## config.mk

```make
export PLATFORM = sky130hd
export DESIGN_NAME = ehm_front
export DESIGN_NICKNAME = d
export VERILOG_FILES = /design/src/design/ehm_pkg.sv /design/src/design/ehm_front.sv
export SDC_FILE = /design/constraint.sdc
export NUM_CORES = 1
export LEC_CHECK = 0
export CORE_MARGIN = 2
export CORE_UTILIZATION = 65
export DETAILED_ROUTE_END_ITERATION = 10
export DONT_BUFFER_PORTS = 1
export PLACE_DENSITY = 0.79
export SYNTH_ARGS = -nofsm -noshare
export SYNTH_HDL_FRONTEND = slang
export SYNTH_SLANG_ARGS = --single-unit
```

## constraint.sdc

```tcl
create_clock -name vclk -period 6.8
set_input_delay 0.34 -clock vclk [all_inputs]
set_output_delay 0.34 -clock vclk [all_outputs]
set_load 0.05 [all_outputs]
```

## src/design/ehm_pkg.sv

```systemverilog
// shared types, codes and defaults of the energy histogram analyzer
`default_nettype none

package ehm_pkg;

    // default sizes, overridable on the top level
    localparam int DEF_CHANNELS     = 16;
    localparam int DEF_FULL_BINS    = 32768;
    localparam int DEF_COARSE_SHIFT = 3;

    // apb register map, 64-bit registers at 8-byte steps
    localparam int APB_AW      = 5;
    localparam int APB_DW      = 64;
    localparam int REG_IDX_LSB = 3;

    localparam logic [1:0] REG_BIN_SHIFTS  = 2'd0;
    localparam logic [1:0] REG_PILEUP_MASK = 2'd1;
    localparam logic [1:0] REG_CH_PER_MOD  = 2'd2;

    localparam logic [3:0] CH_PER_MOD_RESET = 4'd8;

    // operation codes of an input word
    localparam logic [2:0] OP_STREAM    = 3'd0;
    localparam logic [2:0] OP_POLL      = 3'd1;
    localparam logic [2:0] OP_RD_FULL   = 3'd2;
    localparam logic [2:0] OP_RD_COARSE = 3'd3;
    localparam logic [2:0] OP_RD_COUNT  = 3'd4;

    // info word bit positions
    localparam int INFO_MODULE_BIT = 3;
    localparam int INFO_OVER_BIT   = 4;
    localparam int INFO_PILEUP_BIT = 5;

    // queue between front and back
    localparam int QDEPTH = 2;
    localparam int QPTR_W = 1;

    typedef struct packed {
        logic [2:0]  operation;
        logic [15:0] info_word;
        logic [15:0] energy_word;
        logic [3:0]  channel;
        logic [14:0] bin_index;
    } t_ehm_in;

    typedef struct packed {
        logic        accepted;
        logic [3:0]  channel_out;
        logic [15:0] bin_out;
        logic [31:0] count_value;
    } t_ehm_out;

    typedef struct packed {
        logic [63:0] bin_shifts;
        logic [15:0] pileup_reject_mask;
        logic [3:0]  channels_per_module;
    } t_ehm_cfg;

    typedef enum logic [2:0] {
        KIND_EVENT,
        KIND_RD_FULL,
        KIND_RD_COARSE,
        KIND_RD_COUNT,
        KIND_NOP
    } t_ehm_kind;

    // classified work item handed from front to back
    typedef struct packed {
        t_ehm_kind   kind;
        logic [4:0]  chan;
        logic [15:0] bin;
        logic        full_inc;
        logic        coarse_inc;
        logic        total_inc;
        logic        chan_inc;
        logic        rd_ok;
    } t_ehm_job;

    typedef enum logic [1:0] {
        ST_CLEAR,
        ST_IDLE,
        ST_EXEC
    } t_back_state;

endpackage

`default_nettype wire

```

## src/design/ehm_front.sv

```systemverilog
// front end: input handshake and classification of each word into a job
`default_nettype none

module ehm_front import ehm_pkg::*; #(
    parameter int CHANNELS     = DEF_CHANNELS,
    parameter int FULL_BINS    = DEF_FULL_BINS,
    parameter int COARSE_SHIFT = DEF_COARSE_SHIFT
) (
    input  logic     i_in_valid,
    output logic     o_in_stall,
    input  t_ehm_in  i_in_word,
    input  t_ehm_cfg i_cfg,
    input  logic     i_q_full,
    input  logic     i_clearing,
    output logic     o_push,
    output t_ehm_job o_job
);

    localparam int COARSE_BINS = ((FULL_BINS - 1) >> COARSE_SHIFT) + 1;

    logic        s_is_stream;
    logic [4:0]  s_ev_ch;
    logic [3:0]  s_shift;
    logic        s_rej;
    logic        s_pileup;
    logic        s_over;
    logic [15:0] s_ev_bin;
    logic [15:0] s_cbin;
    logic        s_ch_ok;
    logic        s_pass;
    logic        s_bin_ok;
    logic        s_coarse_ok;
    logic        s_rd_ch_ok;
    logic        s_counted;

    assign o_in_stall = i_q_full || i_clearing;
    assign o_push     = i_in_valid && !o_in_stall;

    assign s_is_stream = (i_in_word.operation == OP_STREAM);

    // stream channel = low 3 bits plus module offset
    assign s_ev_ch = s_is_stream
        ? (5'(i_in_word.info_word[2:0])
           + (i_in_word.info_word[INFO_MODULE_BIT] ? 5'(i_cfg.channels_per_module) : 5'd0))
        : {1'b0, i_in_word.channel};

    // channels above 15 have no shift and no reject bit
    assign s_shift  = s_ev_ch[4] ? 4'd0 : i_cfg.bin_shifts[{s_ev_ch[3:0], 2'b00} +: 4];
    assign s_rej    = !s_ev_ch[4] && i_cfg.pileup_reject_mask[s_ev_ch[3:0]];
    assign s_pileup = s_is_stream ? i_in_word.info_word[INFO_PILEUP_BIT]
                                  : i_in_word.energy_word[0];
    assign s_over   = s_is_stream && i_in_word.info_word[INFO_OVER_BIT];

    assign s_ev_bin    = {i_in_word.energy_word[15:1], 1'b0} >> s_shift;
    assign s_cbin      = s_ev_bin >> COARSE_SHIFT;
    assign s_ch_ok     = {27'd0, s_ev_ch} < 32'(CHANNELS);
    assign s_pass      = !(s_rej && s_pileup);
    assign s_bin_ok    = {16'd0, s_ev_bin} < 32'(FULL_BINS);
    assign s_coarse_ok = (s_cbin != 16'd0) && ({16'd0, s_cbin} < 32'(COARSE_BINS));
    assign s_rd_ch_ok  = {28'd0, i_in_word.channel} < 32'(CHANNELS);
    assign s_counted   = s_ch_ok && s_pass;

    always_comb begin
        o_job.kind       = KIND_NOP;
        o_job.chan       = {1'b0, i_in_word.channel};
        o_job.bin        = 16'd0;
        o_job.full_inc   = 1'b0;
        o_job.coarse_inc = 1'b0;
        o_job.total_inc  = 1'b0;
        o_job.chan_inc   = 1'b0;
        o_job.rd_ok      = 1'b0;
        unique case (i_in_word.operation)
            OP_STREAM: begin
                o_job.kind       = KIND_EVENT;
                o_job.chan       = s_ev_ch;
                o_job.bin        = s_ev_bin;
                o_job.full_inc   = s_counted && !s_over && s_bin_ok;
                o_job.coarse_inc = s_counted && !s_over && s_bin_ok && s_coarse_ok;
                o_job.total_inc  = 1'b1;
                o_job.chan_inc   = s_ch_ok;
            end
            OP_POLL: begin
                // a rejected polled event leaves every count alone
                o_job.kind       = KIND_EVENT;
                o_job.chan       = s_ev_ch;
                o_job.bin        = s_ev_bin;
                o_job.full_inc   = s_counted && (s_ev_bin != 16'd0) && s_bin_ok;
                o_job.coarse_inc = s_counted && (s_ev_bin != 16'd0) && s_bin_ok
                                   && s_coarse_ok;
                o_job.total_inc  = s_counted;
                o_job.chan_inc   = s_counted;
            end
            OP_RD_FULL: begin
                o_job.kind  = KIND_RD_FULL;
                o_job.bin   = {1'b0, i_in_word.bin_index};
                o_job.rd_ok = s_rd_ch_ok && ({17'd0, i_in_word.bin_index} < 32'(FULL_BINS));
            end
            OP_RD_COARSE: begin
                o_job.kind  = KIND_RD_COARSE;
                o_job.bin   = {1'b0, i_in_word.bin_index};
                o_job.rd_ok = s_rd_ch_ok
                              && ({17'd0, i_in_word.bin_index} < 32'(COARSE_BINS));
            end
            OP_RD_COUNT: begin
                o_job.kind  = KIND_RD_COUNT;
                o_job.rd_ok = s_rd_ch_ok;
            end
            default: begin
                o_job.kind = KIND_NOP;
            end
        endcase
    end

endmodule

`default_nettype wire

```

# Word-level counts from Yosys, hierarchy flattened
# Cells that the tools add are included.
word_totals:
  inputBits: 141
  elab_cells: 46
  regBits: 0
  out_inout_bits: 31
op_classes:
  n_eq_ne: 4
  addsub: 1
  shifts: 2
  n_mux: 11
  n_reduce_logical: 23
  order_cmp: 5
op_table:
  columns: ["cell", "count"]
  rows:
  - ["$shiftx 64x7->4", 1]
  - ["$pmux 16 s2", 1]
  - ["$reduce_bool 16->1", 2]
  - ["$lt 16x16->1 const B", 1]
  - ["$shr 16x4->16", 1]
  - ["$lt 15x13->1 const B", 1]
  - ["$lt 13x13->1 const B", 1]
  - ["$logic_and 1x1->1", 12]
  - ["$pmux 3 s4", 1]
  - ["$mux 5", 2]
  - ["$mux 4", 2]
  - ["$pmux 4 s2", 1]
  - ["$eq 3x2->1 const B", 2]
  - ["$reduce_or 2->1", 3]
  - ["$add 3x4->5", 1]
  - ["$lt 4x5->1 const B", 1]
  - ["$lt 5x5->1 const B", 1]
  - ["$bmux 1 s4", 1]
  - ["$logic_not 1->1", 4]
  - ["$eq 3x1->1 const B", 1]
  - ["$eq 3x3->1 const B", 1]
  - ["$logic_not 3->1", 1]
  - ["$mux 1", 2]
  - ["$pmux 1 s2", 1]
  - ["$logic_or 1x1->1", 1]

# Logic depth before layout (Yosys ltp)
depth:
  ltp_word: 13
  ltp_mapped: 20
  depth_no_buf: 15

# Worst setup path after synthesis
# Ideal clock, no wire load.
synth_path:
  path_type: "input to output"
  start: "input port i_in_word[38] (netlist name)"
  end: "output port o_job[3] (netlist name)"
  path_stages: 16
  arrival_ps: 4729
  n_path_buf: 2
  slack_ps: 1731
  required_ps: 6460
  path_cell_list: "and2_1 ha_1 fa_1 buf_2 or4b_1 o2111ai_1 a211oi_1 or4_1 o21a_1 buf_2 mux2i_1 a2111oi_0 a211oi_1 nand4_1 nor4_1 nor3_1"
synth_lines:
  columns: ["element", "line", "rtl"]
  rows:
  - ["start: declaration", "ehm_front.sv:11", "input t_ehm_in i_in_word,"]
  - ["end: declaration", "ehm_front.sv:16", "output t_ehm_job o_job"]

==> out/results.ini <==
[yosys]
yosysWarnings = 0
synth.cell_area_um2 = 2660
synthTopCellsByArea = mux2i_1, mux4_2, nand2_1
synth_cell_type_count = 68
yosys.area.top_type = mux2i_1
synth.avg_cell_area_um2 = 7.03
syn_nets = 524
ys_seq_area_frac = 0
syn_inst = 379
yosysTopAreaCellShare = 0.184

[layout]
post-route-util = 0.665
final_layout_size_suffix_gt1_frac = 0.118
seq_cell_count = 0
regArea_um2 = 0
area_delta_synth_final_pct = -0.846
clock_buffers = 0
n_fill_cell = 372
diodes = 0
final_nets = 502
multiInputGateArea_um2 = 2470

[global_routing]
grt_overflow = 0
antenna_found_initial = 0
grt_max_degree = 29
grt_usage = 0.332
first_global_vias = 2683
grt_pass1_wl_um = 12100

[timing]
hold_ws_ns = 0.782
maxSlewViolCount = 0
fin_crit_ns = 5.76
period_share = 0.847
setup_viol = 0
max_slew.worst_pin.slew_ns = 1.06
rsz0062_at_grt = no
hold_viol = 0
slew_headroom = 0.292
fmax_mhz = 174
finalSetupTns_ns = 0

[routing]
drtIter0Drc = 223
drcViolationCount = 0
vias = 3007
post_drt_wl_per_cell_um = 20.3
final_antenna_net_count = 0
drt-total-wl_um = 8210
drt_pass1_iterations = 4
via_per_inst = 7.42

[setup_path]
crit_path_start_kind = input pin
crit_path_end_kind = output pin
worstSetupPathType = input pin to output pin
crit_path_start = i_in_word[38]
path_max_fanout = 11
cp.arrival_ns = 5.42
worst_ep_required_time_ns = 6.46

[clock_tree]
post_cts_resized = 0
cts_hold_buffers = 0
post-cts-setup-buffers = 0

[min_path]
hp-class = input pin to output pin
min_from = i_in_word[53]
holdPathStages = 1

[die]
std_cell_rows = 23
core_um2 = 3970
initial_core_util = 0.671
dieArea_um2 = 4630
fp.dieW_um = 68.0
io_pins = 172
die_y_um = 68.0

[pwr]
peakVddDrop_uv = 92.0
power_density_nw_per_um2 = 143
leakage_uw = 0.00105

[flow_run]
cap_violations = 0

[outcome]
status = complete, no violations

[placed_design]
io_buffer_count = 0
gp_congestion = 0.890
dpl.hpwl_um = 6560

## cell usage after synthesis (9+ instances only)
| master | count |
|---|---|
| nor3_1 | 9 |
| a2111oi_0 | 12 |
| inv_1 | 9 |
| buf_2 | 17 |
| a21oi_1 | 15 |
| o21ai_0 | 11 |
| nand2_1 | 52 |
| nor2_1 | 30 |
| mux4_2 | 9 |
| mux2i_1 | 49 |
| nand3_1 | 19 |
## metal layers
metal,vias to the layer above,share of wire,global-route usage
met1,1389,0.42,0.437
li1,1424,-,-
met3,10,0.11,0.0559
met5,-,0,0
met4,0,0.0091,0.0425
met2,184,0.47,0.579
## metrics by stage
stage / worst slack, ns / cell area, um2 / cells / power (uW)
2_1_floorplan: 1.73 / 2660 / 379 / 324
3_3_place_gp: 1.17 / 2640 / 405 / 368
3_5_place_dp: 1.12 / 2640 / 405 / 373
4_1_cts: 1.11 / 2640 / 405 / 374
5_1_grt: 0.695 / 2640 / 405 / 407
6_report: 1.04 / 2640 / 405 / 378
## final timing paths
check	to	slack, ns
max	o_job[4]	1.04
min	o_job[9]	0.78
## kinds of logic after synthesis
group / share of synthesized area
buffers and inverters: 0.0808
XOR/XNOR: 0.00987
multiplexers: 0.298
AND/OR/NAND/NOR: 0.292
adder cells (fa/ha/maj): 0.0216
AO/OA/AOI/OAI: 0.298
## where the power goes
part | internal [uW] | switching [uW] | total, uW
clock network | 0 | 0 | 0
registers | 0 | 0 | 0
logic | 136 | 242 | 378
total | 136 | 242 | 378
## critical path, cell delays in order
cell	delay, ns
and2_1	0.14
ha_1	0.21
fa_1	0.65
nor4b_2	0.27
nor2_1	0.52
inv_2	0.35
a2111oi_0	0.50
or4_4	0.24
o22ai_4	0.09
nor2_4	0.28
mux2_2	0.37
a2111oi_1	0.43
a211oi_1	0.16
o311ai_1	0.35
o211ai_1	0.50
## final cells by class
| cell class | count | share of cell area |
|---|---|---|
| Multi-Input combinational cell | 335 | 0.935 |
| Tap cell | 50 | 0.0237 |
| Inverter | 12 | 0.0189 |
| Timing Repair Buffer | 8 | 0.0227 |
## cell usage in the layout, fill, tap and decap left out, types with 5 or more instances in the layout
master | synthesis | final
nand2_1 | 52 | 52
mux2i_1 | 49 | 49
nor2_1 | 30 | 30
nand3_1 | 19 | 19
a21oi_1 | 15 | 15
a2111oi_0 | 12 | 12
mux4_2 | 9 | 9
inv_1 | 9 | 9
and2_1 | 8 | 8
mux2_2 | 8 | 8
o21ai_0 | 11 | 8
buf_4 | 2 | 8
a211oi_1 | 8 | 7
nor3_1 | 9 | 6
a31oi_1 | 6 | 6
o22ai_1 | 6 | 6
a22o_1 | 5 | 5
and3_1 | 5 | 5
a22oi_1 | 5 | 5
Note: power is estimated with default switching activity, not from simulation.
