<file path="config.mk">
export PLATFORM = sky130hd
export DESIGN_NAME = ehm_queue
export DESIGN_NICKNAME = d
export VERILOG_FILES = /design/src/design/ehm_pkg.sv /design/src/design/ehm_queue.sv
export SDC_FILE = /design/constraint.sdc
export NUM_CORES = 1
export LEC_CHECK = 0
export BUFFER_PORTS_ARGS = -buffer_cell sky130_fd_sc_hd__buf_2
export CAP_MARGIN = 20
export CORE_UTILIZATION = 55
export CTS_BUF_LIST = sky130_fd_sc_hd__clkbuf_4 sky130_fd_sc_hd__clkbuf_8 sky130_fd_sc_hd__clkbuf_16
export CTS_CLUSTER_SIZE = 28
export DETAILED_ROUTE_END_ITERATION = 8
export PLACE_DENSITY = 0.83
export SLEW_MARGIN = 20
export SYNTH_ARGS = -nofsm -noshare
export SYNTH_HDL_FRONTEND = slang
export SYNTH_SLANG_ARGS = --single-unit
</file>
<file path="constraint.sdc">
create_clock -name i_clk -period 5.6 [get_ports i_clk]
set_clock_uncertainty 0.2 [all_clocks]
set_input_delay 1.12 -clock i_clk [delete_from_list [all_inputs] [get_ports i_clk]]
set_output_delay 1.12 -clock i_clk [all_outputs]
set_load 0.005 [all_outputs]
</file>
<file path="src/design/ehm_pkg.sv">
// shared types, codes and defaults of the energy histogram analyzer
`default_nettype none

package ehm_pkg;

    // default sizes, overridable on the top level
    localparam int DEF_CHANNELS     = 16;
    localparam int DEF_FULL_BINS    = 32768;
    localparam int DEF_COARSE_SHIFT = 3;

    // apb register map, 64-bit registers at 8-byte steps
    localparam int APB_AW      = 5;
    localparam int APB_DW      = 64;
    localparam int REG_IDX_LSB = 3;

    localparam logic [1:0] REG_BIN_SHIFTS  = 2'd0;
    localparam logic [1:0] REG_PILEUP_MASK = 2'd1;
    localparam logic [1:0] REG_CH_PER_MOD  = 2'd2;

    localparam logic [3:0] CH_PER_MOD_RESET = 4'd8;

    // operation codes of an input word
    localparam logic [2:0] OP_STREAM    = 3'd0;
    localparam logic [2:0] OP_POLL      = 3'd1;
    localparam logic [2:0] OP_RD_FULL   = 3'd2;
    localparam logic [2:0] OP_RD_COARSE = 3'd3;
    localparam logic [2:0] OP_RD_COUNT  = 3'd4;

    // info word bit positions
    localparam int INFO_MODULE_BIT = 3;
    localparam int INFO_OVER_BIT   = 4;
    localparam int INFO_PILEUP_BIT = 5;

    // queue between front and back
    localparam int QDEPTH = 2;
    localparam int QPTR_W = 1;

    typedef struct packed {
        logic [2:0]  operation;
        logic [15:0] info_word;
        logic [15:0] energy_word;
        logic [3:0]  channel;
        logic [14:0] bin_index;
    } t_ehm_in;

    typedef struct packed {
        logic        accepted;
        logic [3:0]  channel_out;
        logic [15:0] bin_out;
        logic [31:0] count_value;
    } t_ehm_out;

    typedef struct packed {
        logic [63:0] bin_shifts;
        logic [15:0] pileup_reject_mask;
        logic [3:0]  channels_per_module;
    } t_ehm_cfg;

    typedef enum logic [2:0] {
        KIND_EVENT,
        KIND_RD_FULL,
        KIND_RD_COARSE,
        KIND_RD_COUNT,
        KIND_NOP
    } t_ehm_kind;

    // classified work item handed from front to back
    typedef struct packed {
        t_ehm_kind   kind;
        logic [4:0]  chan;
        logic [15:0] bin;
        logic        full_inc;
        logic        coarse_inc;
        logic        total_inc;
        logic        chan_inc;
        logic        rd_ok;
    } t_ehm_job;

    typedef enum logic [1:0] {
        ST_CLEAR,
        ST_IDLE,
        ST_EXEC
    } t_back_state;

endpackage

`default_nettype wire

</file>
<file path="src/design/ehm_queue.sv">
// two-entry job queue between front and back
`default_nettype none

module ehm_queue import ehm_pkg::*; (
    input  logic     i_clk,
    input  logic     i_rst_n,
    input  logic     i_push,
    input  t_ehm_job i_job,
    output logic     o_full,
    input  logic     i_pop,
    output logic     o_empty,
    output t_ehm_job o_head
);

    t_ehm_job          r_mem [QDEPTH];
    logic [QPTR_W-1:0] r_wr;
    logic [QPTR_W-1:0] r_rd;
    logic [QPTR_W:0]   r_cnt;
    logic              s_push;
    logic              s_pop;

    assign o_full  = (r_cnt == (QPTR_W + 1)'(QDEPTH));
    assign o_empty = (r_cnt == '0);
    assign o_head  = r_mem[r_rd];
    assign s_push  = i_push && !o_full;
    assign s_pop   = i_pop && !o_empty;

    always_ff @(posedge i_clk) begin
        if (s_push) begin
            r_mem[r_wr] <= i_job;
        end
    end

    always_ff @(posedge i_clk) begin
        if (!i_rst_n) begin
            r_wr  <= '0;
            r_rd  <= '0;
            r_cnt <= '0;
        end else begin
            if (s_push) begin
                r_wr <= r_wr + QPTR_W'(1);
            end
            if (s_pop) begin
                r_rd <= r_rd + QPTR_W'(1);
            end
            if (s_push && !s_pop) begin
                r_cnt <= r_cnt + (QPTR_W + 1)'(1);
            end else if (s_pop && !s_push) begin
                r_cnt <= r_cnt - (QPTR_W + 1)'(1);
            end
        end
    end

endmodule

`default_nettype wire

</file>
== After elaboration in Yosys (flattened, before gate mapping) ==
Memories as Yosys holds them, arrays and structs flattened. A register that Yosys moved wholly into a read port is not among the register bits.
Cells that the tools add are included.
Storage, ports and cells
  input bits: 33
  memories kept: 1
  register bits after elaboration: 4
  memory bits (writable): 58
  output and inout bits: 31
  logic and storage cells: 25
Cells by class
  eq/ne operators: 1
  add/sub/neg operators: 4
  multiplexer cells: 6
  reduce and logical (&&, ||, !) cells: 10
Memories
  r_mem: words 2, width 29, read ports 1, clocked after memory_dff 1, wr ports 1, RTL line ehm_queue.sv:15  | t_ehm_job r_mem [QDEPTH];
Operator list (number)
  logical AND 1 bit: 4
  zero test 1 bit: 4
  2-to-1 mux 1 bit: 4
  2-to-1 mux 2 bit: 2
  adder 1 bit (second input constant): 2
  adder 2 x 1 -> 2 bit (second input constant): 1
  equality test 2 bit (second input constant): 1
  zero test 2 bit: 1
  nonzero test 2 bit: 1
  subtractor 2 x 1 -> 2 bit (second input constant): 1

== Longest topological paths before layout ==
Gate-level depths: netlist of the first run.
  word-level depth: 7
  mapped depth: 7
  depth with buffers taken out: 7

== Worst setup path before layout of the first run ==
OpenSTA, ideal clock, no wires.
  path kind: input to register
  start point: in i_push
  end point: mem r_mem[0][0] (netlist name), enable pin
  buffers on the path: 0
  cell stages on the path: 2
  setup time: 412 ps
  path slack: 2607 ps
  data arrival time: 2381 ps
  cells stage by stage: inv_1 > nor3_2
Between the ends
  cells in the longest elaborated chain, start to end: 3
Ends and longest elaborated chain
  start: declaration: RTL line ehm_queue.sv:7  | input logic i_push,
  logical AND 1 bit: RTL line ehm_queue.sv:25  | assign s_push = i_push && !o_full;
  2-to-1 mux 1 bit: RTL line ehm_queue.sv:29  | if (s_push) begin
  2-to-1 mux 1 bit (not written as such): RTL line ehm_queue.sv:30  | r_mem[r_wr] <= i_job;
  end: declaration: RTL line ehm_queue.sv:15
No other way between the ends.

==> impl_metrics.toml, run 1 <==
[job]
max_cap_viol_count = 0

[setup_path]
startpoint_type = "register"
timing_worst_setup_path_type = "register to primary output"
endpoint_kind = "primary output"
critical_path.max_stage_delay_ns = 0.74
critical_path_required_ns = 4.28
r2r-end = "r_mem[0][22]"
reg2regPathDepth = 4
crit_path_end = "o_head[28]"
cp.arrival_ns = 1.61
reg2reg_slack_ns = 3.62
worst_r2r_startpoint = "r_cnt[0]"
crit_chain = "mux2_2, buf_2"
worst-path-max-fanout = 29
crit_slowest_cell = "dfxtp_2"

[sta]
fin_setup_tns_ns = 0
timing_worst_slew_pin_value_ns = 0.645
rsz0062_at_grt = "false"
final.hold.worst_slack_ns = 0.344
timing_max_transition_violations_final = 0
fmax_mhz = 341
max-slew-margin-rel = 0.570
setup_viol = 0
timing.final.hold_violations = 0
finalCritPeriodShare = 0.524
final_period_minus_worst_setup_slack_ns = 2.93

[synth]
synth_largest_type_area_fraction = 0.750
post-synth-top-area-cell = "edfxtp_1"
asyncSetResetFlopFracSynth = 0
synth_edf_count = 58
synth.most_common_cell = "edfxtp_1"
synth-warning-count = 0
syn-cell-area_um2 = 2320
synthesis.nets = 149
synth_area_leaders = "edfxtp_1 (75%), mux2_2 (14%), dfxtp_1 (4.3%)"
syn-mean-instance-area_um2 = 20.2
synth_cells = 115
synthTopCellsByCount = "edfxtp_1 (58), mux2_2 (29), dfxtp_1 (5), and2_1 (3)"
synth_seq_area_share = 0.793
yosys_register_bits = 63
synth.distinct_cells = 21
dominantRegCellSynth = "edfxtp_1"

[clocking]
tritoncts = "done"
cts_made_buffers = 9
cts-root-buf = "clkbuf_8"
ctsResizeCount = 0
post_cts_setup_buffers = 0
cts.sinks = 63
clkSlewWorstSetupHoldPaths_ns = 0.06
post_cts_hold_buffer_count = 0
clock_network_latency_to_the_later_pin_of_the_worst_skew_pair_ns = 0.32
cts_max_level = 3
ctsLongestPathBuffers = 2

[global_routing]
overflow = 0
grt_antenna_before_repair = 0
via_count_of_the_first_global_routing_pass = 1234
pin_count_of_the_biggest_net_entering_global_routing = 30
grt_util_all_layers = 0.186
grt_first_pass_wirelength_mm = 5.57

[die]
row_count = 23
ios = 64
die_x_um = 67.0
design.die.area_um2 = 4490
core_um2 = 4030
floorplan.initialDensity = 0.576
die_height_um = 67.0

[route]
drt_wl_total_mm = 3.80
drt-initial-drc-count = 56
drc_errors = 0
first_pass_iters = 4
route.antenna.remaining_nets = 0
vias_per_cell = 5.01
avgRoutedWirePerCell_um = 15.7
vias = 1213

[status]
outcome = "finished, final reports clean"

[power]
vdd_ir_drop_max_mv = 0.329
cellPowerDensity_nw_per_um2 = 441
cellLeakagePower_nw = 1.10

[hold_path]
holdCritPathClass = "register to register"
min_path_cells = 2

[final_layout]
layout-drive-gt1-share = 0.573
final_net_count = 222
final_cell_count_no_fill = 242
syn_to_final_growth_pct = 24.0
antenna_cells = 0

[place]
dp.final_hpwl_mm = 2.48
dp.cells = 227
place_congestion = 0.622
port_buffers = 63
==> metal layers <==
layer | global-route usage | vias up | share of wire
met5 | 0 | - | 0
met4 | 0.146 | 0 | 0.023
met3 | 0.0462 | 9 | 0.051
met2 | 0.308 | 40 | 0.54
met1 | 0.201 | 575 | 0.38
li1 | - | 589 | -
==> power by group <==
| part | internal [mW] | leakage, nW | switching [mW] |
|---|---|---|---|
| clock network | 0.197 | 0.0937 | 0.152 |
| registers | 0.594 | 0.583 | 0.0507 |
| logic | 0.158 | 0.427 | 0.117 |
| total | 0.949 | 1.10 | 0.319 |
==> registers in the layout, indices dropped and copies added (netlist names), named ones only <==
signal and flops:
r_cnt 2, r_mem 58, r_rd 1, r_wr 1
==> cell type report <==
class	instances	area (um2)
clock buffers	9	124
clock inverters	6	52.6
fillers	247	1150
inverters	2	7.51
multi-input cells	47	459
flip-flops and latches	63	1840
well taps	50	62.6
repair buffers	65	330
==> worst min path at each step <==
stage / slack (ns) / start / end
2_1_floorplan: 0.28 / r_cnt[1] / r_cnt[1]
3_3_place_gp: 0.29 / r_cnt[1] / r_cnt[1]
3_5_place_dp: 0.33 / r_cnt[1] / r_cnt[1]
4_1_cts: 0.34 / r_cnt[1] / r_cnt[1]
5_1_grt: 0.40 / r_cnt[1] / r_cnt[1]
6_report: 0.34 / r_cnt[1] / r_cnt[1]
==> critical path: cells and delay by family, from the launching register on <==
| family | cells | cell delay, ns |
|---|---|---|
| buffers and inverters | 1 | 0.13 |
| muxes | 1 | 0.42 |
| DFF | 1 | 0.74 |
==> through the flow <==
stage / setup slack [ns] / total power, mW / util / instance area [um2]
after floorplan: 2.61 / 0.815 / - / 2320
final: 2.67 / 1.27 / 0.715 / 2880
after global placement: 2.59 / 0.918 / 0.670 / 2700
after CTS: 2.62 / 1.28 / 0.715 / 2880
after detailed placement: 2.94 / 0.932 / 0.671 / 2700
after global routing: 2.57 / 1.33 / 0.715 / 2880
==> cell families (layout without fill, tap and decap cells) <==
| family | after synthesis | count (layout) | share of synthesized area |
|---|---|---|---|
| fa+ha+maj | 1 | 1 | 0.00539 |
| mux | 29 | 29 | 0.141 |
| simple gates | 9 | 9 | 0.0237 |
| xor+xnor | 3 | 3 | 0.0113 |
| flops | 63 | 63 | 0.793 |
| buf+inv | 5 | 82 | 0.0118 |
| compound gates | 5 | 5 | 0.0140 |
==> layout by cell type (no fill, tap or decap), types with 2 or more instances in the layout <==
cell	Yosys	layout
clkbuf_8	0	9
xnor2_1	2	2
and2_1	3	3
mux2_2	29	29
buf_2	1	63
nor2_1	2	2
clkinv_1	0	2
dfxtp_1	5	4
buf_4	2	2
clkinv_2	0	3
edfxtp_1	58	58
Power figures use the tool's default switching activity.
==> inputs of run 2 (changes only) <==
Settings changed: CORE_UTILIZATION 55 to 46, PLACE_DENSITY 0.83 to 0.74.
Clock period 5.6 ns to 2.6 ns, I/O delays scaled along.
==> impl_metrics.toml, run 2 (synthesis gave the netlist of run 1 again) <==
[status]
outcome = "finished, final reports clean"

[clocking]
post_cts_setup_buffers = 0
ctsLongestPathBuffers = 2
cts_max_level = 3
post_cts_hold_buffer_count = 0
ctsResizeCount = 0
cts_made_buffers = 9
clkSlewWorstSetupHoldPaths_ns = 0.06
clock_network_latency_to_the_later_pin_of_the_worst_skew_pair_ns = 0.32
tritoncts = "done"
cts.sinks = 63
cts-root-buf = "clkbuf_8"

[place]
place_congestion = 0.653
place_area_um2 = 2760
port_buffers = 63
dp.cells = 247
dp.final_hpwl_mm = 2.65

[final_layout]
area_of_the_multi_input_gates_um2 = 459
final_net_count = 225
mostFrequentLayoutCell = "buf_2"
reg_top3 = "r_mem (58), r_cnt (2)"
layout_common_cells = "buf_2 (63), edfxtp_1 (58), mux2_2 (29)"
antenna_cells = 0
layout-drive-gt1-share = 0.582
finish.instance_area_um2 = 2950
final_cell_count_no_fill = 263
largest_register_ffs = 58
regMostFlops = "r_mem"
fillerInstances = 374
syn_to_final_growth_pct = 26.8
seq_area_um2 = 1840

[sta]
timing_worst_slew_pin_value_ns = 0.417
final_period_minus_worst_setup_slack_ns = 2.33
finalCritPeriodShare = 0.896
setup_viol = 0
timing_max_transition_violations_final = 0
rsz0062_at_grt = "false"
max-slew-margin-rel = 0.722
final.hold.worst_slack_ns = 0.182
fmax_mhz = 429
timing.final.hold_violations = 0
fin_setup_tns_ns = 0

[die]
die_height_um = 73.1
design.die.area_um2 = 5340
row_count = 25
die_x_um = 73.1
ios = 64
floorplan.initialDensity = 0.485
core_um2 = 4790

[route]
avgRoutedWirePerCell_um = 14.5
route.antenna.remaining_nets = 0
vias_per_cell = 4.68
first_pass_iters = 5
vias = 1231
drt-initial-drc-count = 73
drc_errors = 0
drt_wl_total_mm = 3.82

[hold_path]
min_from = "i_job[11]"
holdCritPathClass = "input port to register"

[setup_path]
crit_slowest_cell = "dfxtp_1"
crit_chain = "buf_12, mux2_2, buf_2"
endpoint_kind = "primary output"
critical_path.max_stage_delay_ns = 0.57
critical_path_required_ns = 1.88
timing.critical_path.max_delay_family = "flip-flops"
critical_path_buf_inv_count = 2
worst-path-max-fanout = 21
worst_r2r_startpoint = "r_cnt[0]"
cp.arrival_ns = 1.61
startpoint_type = "register"
timing_worst_setup_path_type = "register to primary output"

[global_routing]
met1_usage = 0.164
grt_first_pass_wirelength_mm = 5.73
overflow = 0
global_route.usage.met3 = 0.0635
layer_with_the_highest_usage = "met2"
via_count_of_the_first_global_routing_pass = 1272
pin_count_of_the_biggest_net_entering_global_routing = 22
grt_antenna_before_repair = 0
groute.layer.met2.usage = 0.271
grt_util_all_layers = 0.156

[job]
max_cap_viol_count = 0

[power]
cellLeakagePower_nw = 1.13
cellPowerDensity_nw_per_um2 = 952
vdd_ir_drop_max_mv = 0.681
## run 2: cell types whose count changed in the layout (fill, tap and decap cells not counted), sizes merged
cell / before / now
buf: 65 / 68
clkbuf: 9 / 11
clkinv: 5 / 4
## run 2: metal layers
metal | routed length (um) | share of wire | up-vias
met2 | 1980 | 0.52 | 45
met1 | 1560 | 0.41 | 584
met3 | 230 | 0.060 | 5
met5 | 0 | 0 | -
li1 | - | - | 597
met4 | 43 | 0.011 | 0
## run 2: power breakdown
part / internal [mW] / switching [mW] / leakage [nW]
clock network: 0.456 / 0.337 / 0.101
registers: 1.28 / 0.0661 / 0.583
logic: 0.368 / 0.299 / 0.446
total: 2.10 / 0.703 / 1.13
## run 2: worst register-to-register path: stages, from the launching register on
cell	delay, ns
dfxtp_1	0.42
nand2b_1	0.19
inv_2	0.07
nor2_1	0.11
ha_1	0.27
or3_1	0.36
a21boi_1	0.16
## run 2: metrics by stage
stage | worst slack [ns] | util | power [mW]
4_1_cts | 0.211 | 0.615 | 2.84
3_5_place_dp | 0.582 | 0.576 | 2.05
6_report | 0.269 | 0.615 | 2.80
3_3_place_gp | 0.617 | 0.576 | 2.01
5_1_grt | 0.170 | 0.615 | 2.94
2_1_floorplan | 0.207 | - | 1.76
## run 2: final cells by class
class	count	share of cell area
Inverter	2	0.00255
Tap cell	67	0.0285
Sequential cell	63	0.625
Timing Repair Buffer	68	0.124
Clock inverter	5	0.0166
Multi-Input combinational cell	47	0.156
Clock buffer	11	0.0472
## run 2: final timing paths
kind	endpoint	slack [ns]	cells after the start
hold / removal	r_mem[1][11]	0.18	1
setup / recovery	o_head[5]	0.27	3
hold reg to reg	r_cnt[1]	0.35	2
setup reg to reg	r_cnt[1]	0.75	6
==> inputs of run 3 (changes only) <==
Settings changed: ABC_AREA set to 1.
==> impl_metrics.toml, run 3 <==
[status]
outcome = "finished, final reports clean"

[setup_path]
startpoint_type = "register"
timing.critical_path.max_delay_family = "buffers and inverters"
timing_worst_setup_path_type = "register to primary output"
cp.arrival_ns = 1.41
critical_path.max_stage_delay_ns = 0.37
critical_path_buf_inv_count = 2
critical_path_required_ns = 1.88
crit_slowest_cell = "mux2_2"
worst-path-max-fanout = 17
endpoint_kind = "primary output"
crit_chain = "buf_4, mux2_2, buf_2"

[route]
first_pass_iters = 4
vias = 1327
avgRoutedWirePerCell_um = 15.2
drc_errors = 0
drt_wl_total_mm = 4.16
vias_per_cell = 4.84
route.antenna.remaining_nets = 0
drt-initial-drc-count = 49

[clocking]
cts-root-buf = "clkbuf_8"
ctsResizeCount = 0
clock_network_latency_to_the_later_pin_of_the_worst_skew_pair_ns = 0.32
post_cts_hold_buffer_count = 0
ctsLongestPathBuffers = 2
cts_made_buffers = 9
tritoncts = "done"
post_cts_setup_buffers = 0
cts.sinks = 63
cts_max_level = 3
clkSlewWorstSetupHoldPaths_ns = 0.06

[synth]
synth_xor_area_frac = 0
synth_simple_gate_area_frac = 0.0316
syn-cell-area_um2 = 2380
asyncSetResetFlopFracSynth = 0
synthTopCellsByCount = "edfxtp_1 (58), mux2_2 (19), nor2_1 (11), mux2_4 (10), inv_1 (9)"
synth.most_common_cell = "edfxtp_1"
yosys_register_bits = 63
synth_edf_count = 58
syn-mean-instance-area_um2 = 18.6
synth.distinct_cells = 15
synth_cells = 128
synth_largest_type_area_fraction = 0.732
synth_compound_area_frac = 0.00999
synthesis.nets = 162
post-synth-top-area-cell = "edfxtp_1"
synth-warning-count = 0
dominantRegCellSynth = "edfxtp_1"
yosys-mux-area-fraction = 0.153
yosys.area_share.adder = 0.00526
synth_seq_area_share = 0.774
synth_top_family_by_area = "multiplexers"
synth_area_leaders = "edfxtp_1 (73%), mux2_2 (9.0%), mux2_4 (6.3%)"

[final_layout]
mostFrequentLayoutCell = "buf_2"
reg_top3 = "r_mem (58), r_cnt (2)"
syn_to_final_growth_pct = 23.8
layout_common_cells = "buf_2 (63), edfxtp_1 (58), mux2_2 (19)"
regMostFlops = "r_mem"
largest_register_ffs = 58
antenna_cells = 0
layout-drive-gt1-share = 0.541
final_net_count = 238
layout_utilization = 0.607
fillerInstances = 368

[sta]
finalCritPeriodShare = 0.819
timing_worst_slew_pin_value_ns = 0.456
timing_max_transition_violations_final = 0
final_period_minus_worst_setup_slack_ns = 2.13
timing.final.hold_violations = 0
max-slew-margin-rel = 0.696
rsz0062_at_grt = "false"
fin_setup_tns_ns = 0
final.hold.worst_slack_ns = 0.184
fmax_mhz = 470
setup_viol = 0

[power]
cell_internal_pwr_mw = 1.96
p_seq_frac = 0.503
cellLeakagePower_nw = 1.17
vdd_ir_drop_max_mv = 0.548
p_switching_uw = 693
p_sw_frac = 0.261
power.share.clock = 0.250
combinationalPowerShare = 0.247
cellPowerDensity_nw_per_um2 = 902

[global_routing]
grt_util_all_layers = 0.164
layer_with_the_highest_usage = "met2"
groute.layer.met2.usage = 0.273
grt_antenna_before_repair = 0
global_route.usage.met3 = 0.0453
grt_first_pass_wirelength_mm = 6.21
via_count_of_the_first_global_routing_pass = 1355
overflow = 0
pin_count_of_the_biggest_net_entering_global_routing = 30
met1_usage = 0.183

[place]
dp.final_hpwl_mm = 2.92
place_congestion = 0.635
port_buffers = 63

[die]
core_um2 = 4850
ios = 64
design.die.area_um2 = 5460
die_x_um = 73.9
floorplan.initialDensity = 0.491
row_count = 25
die_height_um = 73.9

[hold_path]
holdCritPathClass = "input port to register"

[job]
max_cap_viol_count = 0
run 3: per-stage QoR:
step | cells | power, mW | area (um2) | worst slack (ns)
final | 274 | 2.66 | 2940 | 0.472
after global routing | 274 | 2.79 | 2940 | 0.401
after CTS | 274 | 2.69 | 2940 | 0.443
after detailed placement | 260 | 2.02 | 2790 | 0.720
after global placement | 260 | 1.97 | 2790 | 0.794
after floorplan | 128 | 1.76 | 2380 | 0.168
run 3: routing by layer:
metal / routed length (um) / share of wire
met1: 1670 / 0.40
met2: 2180 / 0.52
met3: 267 / 0.064
met4: 46 / 0.011
met5: 0 / 0
run 3: final timing paths:
path | start | to | slack [ns] | cells after the start
setup / recovery | register | o_head[19] | 0.47 | 3
hold / removal | i_job[19] | r_mem[0][19] | 0.18 | 1
setup reg to reg | r_cnt[0] | r_mem[0][17] | 0.88 | 3
hold reg to reg | r_wr | r_wr | 0.31 | 2
run 3: kinds of logic (layout without fill, tap and decap cells):
family,after synthesis,count (layout)
flops,63,63
mux,29,29
simple gates,19,19
buf+inv,12,91
compound gates,4,4
fa+ha+maj,1,1
run 3: power groups by stage:
stage                     registers, mW  logic (mW)  clock network (mW)
after floorplan                    1.34       0.418                   0
after global placement             1.34       0.632                   0
after detailed placement           1.36       0.663                   0
after CTS                          1.34       0.666               0.687
after global routing               1.35       0.720               0.729
final                              1.34       0.656               0.663
run 3: cell type report:
type                       count  area (um2)  area share
clock buffer                  11         139      0.0472
inverter                       9        33.8      0.0115
tap                           67        83.8      0.0285
sequential                    63        1840       0.626
multi-input combinational     53         480       0.163
clock inverter                 3        12.5     0.00425
timing repair buffer          68         353       0.120
run 3: worst reg2reg max path, cell delays in order, from the launching register on:
cell     delay (ns)
dfxtp_1        0.41
o21ai_2        0.12
nor2_2         0.37
buf_4          0.31
